===== src/design/linear_map_transport_6d_top_macros.svh =====
// assertion helpers for the top-level design file
`ifndef LINEAR_MAP_TRANSPORT_6D_TOP_MACROS_SVH
`define LINEAR_MAP_TRANSPORT_6D_TOP_MACROS_SVH

`ifndef NO_ASSERTIONS
`define LMT_ASSERT_IMP(lbl, ante, cons, msg) \
  lbl: assert property (@(posedge clk_i) disable iff (!rst_ni) (ante) |-> (cons)) \
    else $error(msg);
`define LMT_ASSERT_NXT(lbl, ante, cons, msg) \
  lbl: assert property (@(posedge clk_i) disable iff (!rst_ni) (ante) |=> (cons)) \
    else $error(msg);
`else
`define LMT_ASSERT_IMP(lbl, ante, cons, msg)
`define LMT_ASSERT_NXT(lbl, ante, cons, msg)
`endif

`endif


===== src/design/lmt_pkg.sv =====
package lmt_pkg;

  localparam int unsigned DIM_DEF       = 6;
  localparam int unsigned WORD_BITS_DEF = 48;
  localparam int unsigned FRAC_BITS_DEF = 32;
  localparam int unsigned ACC_BITS_DEF  = 2 * WORD_BITS_DEF - FRAC_BITS_DEF + 4;

  localparam int unsigned FIELD_BITS = 48;
  localparam int unsigned NCOORD     = 6;
  localparam int unsigned MODE_BITS  = 2;
  localparam int unsigned SLOT_BITS  = 6;

  // s_tdata layout
  localparam int unsigned SLOT_LSB     = 0;
  localparam int unsigned VAL_LSB      = SLOT_LSB + SLOT_BITS;
  localparam int unsigned X_LSB        = VAL_LSB + FIELD_BITS;
  localparam int unsigned S_TDATA_RAW  = X_LSB + NCOORD * FIELD_BITS;
  localparam int unsigned S_TDATA_BITS = ((S_TDATA_RAW + 7) / 8) * 8;
  localparam int unsigned M_TDATA_BITS = ((NCOORD * FIELD_BITS + 7) / 8) * 8;

  localparam logic [MODE_BITS-1:0] MODE_LOAD_COEF   = 2'd0;
  localparam logic [MODE_BITS-1:0] MODE_LOAD_OFFSET = 2'd1;
  localparam logic [MODE_BITS-1:0] MODE_TRANSPORT   = 2'd2;

  typedef struct packed {
    logic clear;
    logic issue;
    logic t_we;
    logic k_we;
  } lane_ctl_t;

endpackage


===== src/design/lmt_merge.sv =====
module lmt_merge import lmt_pkg::*; #(
  parameter int unsigned DIM       = DIM_DEF,
  parameter int unsigned WORD_BITS = WORD_BITS_DEF,
  parameter int unsigned ACC_BITS  = ACC_BITS_DEF
) (
  input  logic                       clk_i,
  input  logic                       rst_ni,
  input  logic                       cap_i,
  input  logic signed [ACC_BITS-1:0] acc_i [DIM],
  output logic                       free_o,
  output logic                       m_tvalid_o,
  input  logic                       m_tready_i,
  output logic [M_TDATA_BITS-1:0]    m_tdata_o,
  output logic                       m_tuser_o
);

  localparam int unsigned TOP_BITS = ACC_BITS - WORD_BITS + 1;

  logic signed [WORD_BITS-1:0] sat_w [DIM];
  logic                        flag_d;
  logic [TOP_BITS-1:0]         top_bits;
  logic [M_TDATA_BITS-1:0]     data_d, data_q;
  logic                        user_q;
  logic                        valid_q;

  // clamp each lane sum to the word range
  always_comb begin
    flag_d   = 1'b0;
    top_bits = '0;
    for (int j = 0; j < DIM; j++) begin
      top_bits = acc_i[j][ACC_BITS-1:WORD_BITS-1];
      if ((&top_bits) || !(|top_bits)) begin
        sat_w[j] = acc_i[j][WORD_BITS-1:0];
      end else begin
        flag_d = 1'b1;
        if (acc_i[j][ACC_BITS-1]) begin
          sat_w[j] = {1'b1, {(WORD_BITS-1){1'b0}}};
        end else begin
          sat_w[j] = {1'b0, {(WORD_BITS-1){1'b1}}};
        end
      end
    end
  end

  for (genvar i = 0; i < NCOORD; i++) begin : g_field
    if (i < DIM) begin : g_used
      assign data_d[i*FIELD_BITS +: FIELD_BITS] = FIELD_BITS'(sat_w[i]);
    end else begin : g_zero
      assign data_d[i*FIELD_BITS +: FIELD_BITS] = '0;
    end
  end
  if (M_TDATA_BITS > NCOORD * FIELD_BITS) begin : g_pad
    assign data_d[M_TDATA_BITS-1:NCOORD*FIELD_BITS] = '0;
  end

  always_ff @(posedge clk_i or negedge rst_ni) begin
    if (!rst_ni) begin
      valid_q <= 1'b0;
    end else if (cap_i) begin
      valid_q <= 1'b1;
    end else if (m_tready_i) begin
      valid_q <= 1'b0;
    end
  end

  always_ff @(posedge clk_i) begin
    if (cap_i) begin
      data_q <= data_d;
      user_q <= flag_d;
    end
  end

  assign free_o     = !valid_q || m_tready_i;
  assign m_tvalid_o = valid_q;
  assign m_tdata_o  = data_q;
  assign m_tuser_o  = user_q;

endmodule


===== config.mk =====
export PLATFORM = sky130hd
export DESIGN_NAME = lmt_merge
export DESIGN_NICKNAME = d
export VERILOG_FILES = /design/src/design/linear_map_transport_6d_top_macros.svh /design/src/design/lmt_pkg.sv /design/src/design/lmt_merge.sv
export SDC_FILE = /design/constraint.sdc
export NUM_CORES = 1
export LEC_CHECK = 0
export ABC_CLOCK_PERIOD_IN_PS = 800
export BUFFER_PORTS_ARGS = -buffer_cell sky130_fd_sc_hd__buf_2
export CAP_MARGIN = 20
export CORE_AREA = 5 5 269 271
export DETAILED_ROUTE_END_ITERATION = 8
export DIE_AREA = 0 0 274 276
export SLEW_MARGIN = 30
export SYNTH_ARGS = -nofsm -noshare
export SYNTH_HDL_FRONTEND = slang
export SYNTH_SLANG_ARGS = --single-unit

===== constraint.sdc =====
create_clock -name clk_i -period 0.8 [get_ports clk_i]
set_input_delay 0.24 -clock clk_i [delete_from_list [all_inputs] [get_ports clk_i]]
set_output_delay 0.24 -clock clk_i [all_outputs]
set_load 0.01 [all_outputs]

==> flow_summary.ini <==
[synthesis]
synth_compound_area_share_pct = 16.0
seq_area_frac_synth_pct = 72.2
synth_cell_types = 24
synthSimpleGateAreaFrac_pct = 5.38
post_synth.cell_area_avg_um2 = 14.4
yosys.area_share.adder_pct = 0
ys_top_cells_by_area = edfxtp_1 (72%), a21o_1 (12%), o21ai_0 (3.9%)
synth-seq-cells = 290
syn_area_um2 = 12100
synth_top_family_by_area = compound AO/OA/AOI/OAI gates
netlist_instances = 837
yosysWarnings = 0
yosys.area_share.xor_xnor_pct = 0
yosysTopAreaCell = edfxtp_1
synth_mux_area_share_pct = 0
synth_nets = 1249
synth_top_area_share_pct = 72.0

[setup_path]
crit_chain = buf_2 -> nor4_4 -> nand4_1 -> nor4_4 -> buf_4 -> nor2_4 -> clkbuf_16 -> buf_16 -> a21o_1
crit_family = simple AND/OR/NAND/NOR gates
cp-start-kind = input pin
cpMostUsedCell = nor4_4
worst_path_largest_cell_delay_ns = 0.27
crit_fanout = 10
cp.required_ns = 1.07
critPathArrivalTime_ns = 1.80
cp-end-kind = flip-flop
cp_num_buf_inv = 4
crit_slowest_cell = nor4_4
critPathKind = input pin to flip-flop

[clocking]
clk_pin_slew_worst_paths_ns = 0.06
root_buffer = clkbuf_16
clock_path_buffers = 3
cts.htree.levels = 2
cts_made_buffers = 35
clk_latency_ns = 0.53
cts_tree = built
numClockSinks = 290

[timing]
clock.fmax_ghz = 0.655
min_period_ns = 1.53
hold_viol_final = 0
fin_crit_sh_pct = 191
rsz0062_at_grt = true
fin_skew_ns = 0
slew_viol_final = 0
setup_slack_ns = -0.726
tightestPinTransition_ns = 0.386
fin_tns_setup_ns = -292.39
maxSlewHeadroom_pct = 74.2
finalSetupViolCount = 575

[die]
core_area_um2 = 69500
rows = 97
die_w_um = 274
die_area_um2 = 75600
die_height_um = 276
initial_core_util_pct = 17.3
io_pins = 703

[placement]
dp.cells = 2504
finalWeightedCongestion = 1.01
portBuffers = 702
dp.final_hpwl_mm = 37.3

[finish]
fin_cells = 2873
area_delta_synth_final_pct = 92.7
fin_nets = 2312
drive_above_1_share_pct = 55.6

[grt]
grt_pass1_vias = 13100
grt_overflow_total = 0
grt_pass1_wl_mm = 79.5
antenna_found_initial = 13
grt_util_all_layers_pct = 13.7
grt_max_degree = 27

[drt]
avgViaCountPerCell = 4.10
firstDrtPassIters = 5
drtAntennaViolNets = 0
num_vias = 11800
drcViolationCount = 0
wl_mm = 56.7
drt_iter0_markers = 574
wl_per_cell_um = 19.7

[status]
violations = setup timing
outcome = finished, violations left

[min_path]
hold_class = input pin to flip-flop

[power_and_ir_drop]
switching_power_mw = 9.98
p_leak_nw = 10.8
power_density_nw_per_um2 = 1750
ir_worst_vdd_mv = 1.73
p_comb_share_pct = 16.9
p_clk_share_pct = 37.9
intPower_mw = 30.8
p_sw_share_pct = 24.5
seqPwrFrac_pct = 45.2

[job]
drv_cap = 0
worst reg2reg max path, delay by kind of cell (launching register included):
| kind | cells | cell delay (ns) |
|---|---|---|
| AND/OR/NAND/NOR | 2 | 0.16 |
| flip-flops | 1 | 0.39 |
| buffers and inverters | 2 | 0.21 |
cell usage after synthesis:
cell type	instances
a21o_1	188
a2bb2oi_1	2
a31o_2	2
and3_1	2
buf_2	16
buf_4	2
buf_6	18
clkbuf_1	28
clkbuf_2	2
dfrtp_1	1
edfxtp_1	289
inv_1	96
nand2_1	1
nand2b_1	3
nand3_1	4
nand4_1	35
nor2_1	9
nor3_1	12
nor4_1	22
nor4_4	4
o21ai_0	94
o22a_1	1
or2_2	2
or4_4	4
state kept, by name (all words and copies together) (netlist names):
register    cells
m_tdata_o     288
m_tuser_o       1
m_tvalid_o      1
per-stage QoR:
stage	power, mW	util, %	setup WS [ns]	hold WS (ns)	area [um2]
floorplan	20.2	-	-0.896	-0.0556	12200
global placement	23.5	24.9	-1.21	0.0155	17300
detailed placement	23.6	25.1	-1.40	0.0180	17400
CTS	41.0	32.6	-0.679	0.000116	22700
global route	42.4	33.4	-0.738	-0.00224	23200
finish	40.7	33.4	-0.726	0.0271	23200
worst paths after layout:
| check | startpoint | to | slack [ns] | cells after the start |
|---|---|---|---|---|
| worst max register to register | m_tvalid_o$_DFFE_PN0P_ | m_tvalid_o$_DFFE_PN0P_ | -0.07 | 4 |
| worst max-delay path | acc_i[194] | m_tdata_o[189]$_DFFE_PP_ | -0.73 | 9 |
| worst min register to register | m_tvalid_o$_DFFE_PN0P_ | m_tvalid_o$_DFFE_PN0P_ | 0.80 | 4 |
| worst min-delay path | acc_i[299] | m_tdata_o[75]$_DFFE_PP_ | 0.03 | 3 |
| max in group asynchronous | rst_ni | m_tvalid_o$_DFFE_PN0P_ | 0.16 | 3 |
| min in group asynchronous | rst_ni | m_tvalid_o$_DFFE_PN0P_ | 0.54 | 3 |
routing by layer:
metal / global-route usage (%) / share of wire (%)
met1: 13.8 / 34
met2: 24.8 / 50
met3: 5.12 / 10
met4: 7.05 / 5.7
met5: 0 / 0.11
layout by cell type (no fill, tap or decap), drive strengths merged, types with 3 or more instances in the layout:
cell and count:
a21o 188, o21ai 94, nand3 4, dlygate4sd3 198
nor2 13, nand4 35, nand2b 3, clkbuf 61
or4 4, nor3 12, clkinv 12, nor4 26
inv 98, buf 874, edfxtp 289, diode 8
timing repair:
| item | in CTS | in global routing |
|---|---|---|
| cloned | 38 | 10 |
| endpoints found under the setup margin | 574 | 574 |
| pin swaps | 50 | 73 |
| buffers inserted | 49 | 31 |
| hold buffers | 196 | 2 |
| endpoints found under the hold margin | 195 | 2 |
| gates resized for setup | 240 | 192 |
power by group through the flow:
| stage | Sequential, mW | Combinational [mW] | Clock, mW |
|---|---|---|---|
| 2_1_floorplan | 19.3 | 0.849 | 0 |
| 3_3_place_gp | 18.7 | 4.80 | 0 |
| 3_5_place_dp | 18.7 | 4.94 | 0 |
| 4_1_cts | 18.4 | 6.64 | 15.9 |
| 5_1_grt | 18.5 | 7.31 | 16.5 |
| 6_report | 18.4 | 6.88 | 15.4 |
area by class of cell:
type | instances | area [um2]
antenna | 8 | 20.0
clock buffer | 45 | 956
clock inverter | 17 | 143
fill | 6796 | 46300
inverter | 96 | 360
multi-input combinational | 389 | 3260
sequential | 290 | 8700
tap | 940 | 1180
timing repair buffer | 1088 | 8600
cell families (layout without fill, tap and decap cells):
logic type,Yosys count,after routing
DFF,290,290
buffers and inverters,162,1246
and+or+nand+nor,98,102
other,0,8
AOI/OAI and AO/OA,287,287
Power figures use the tool's default switching activity.
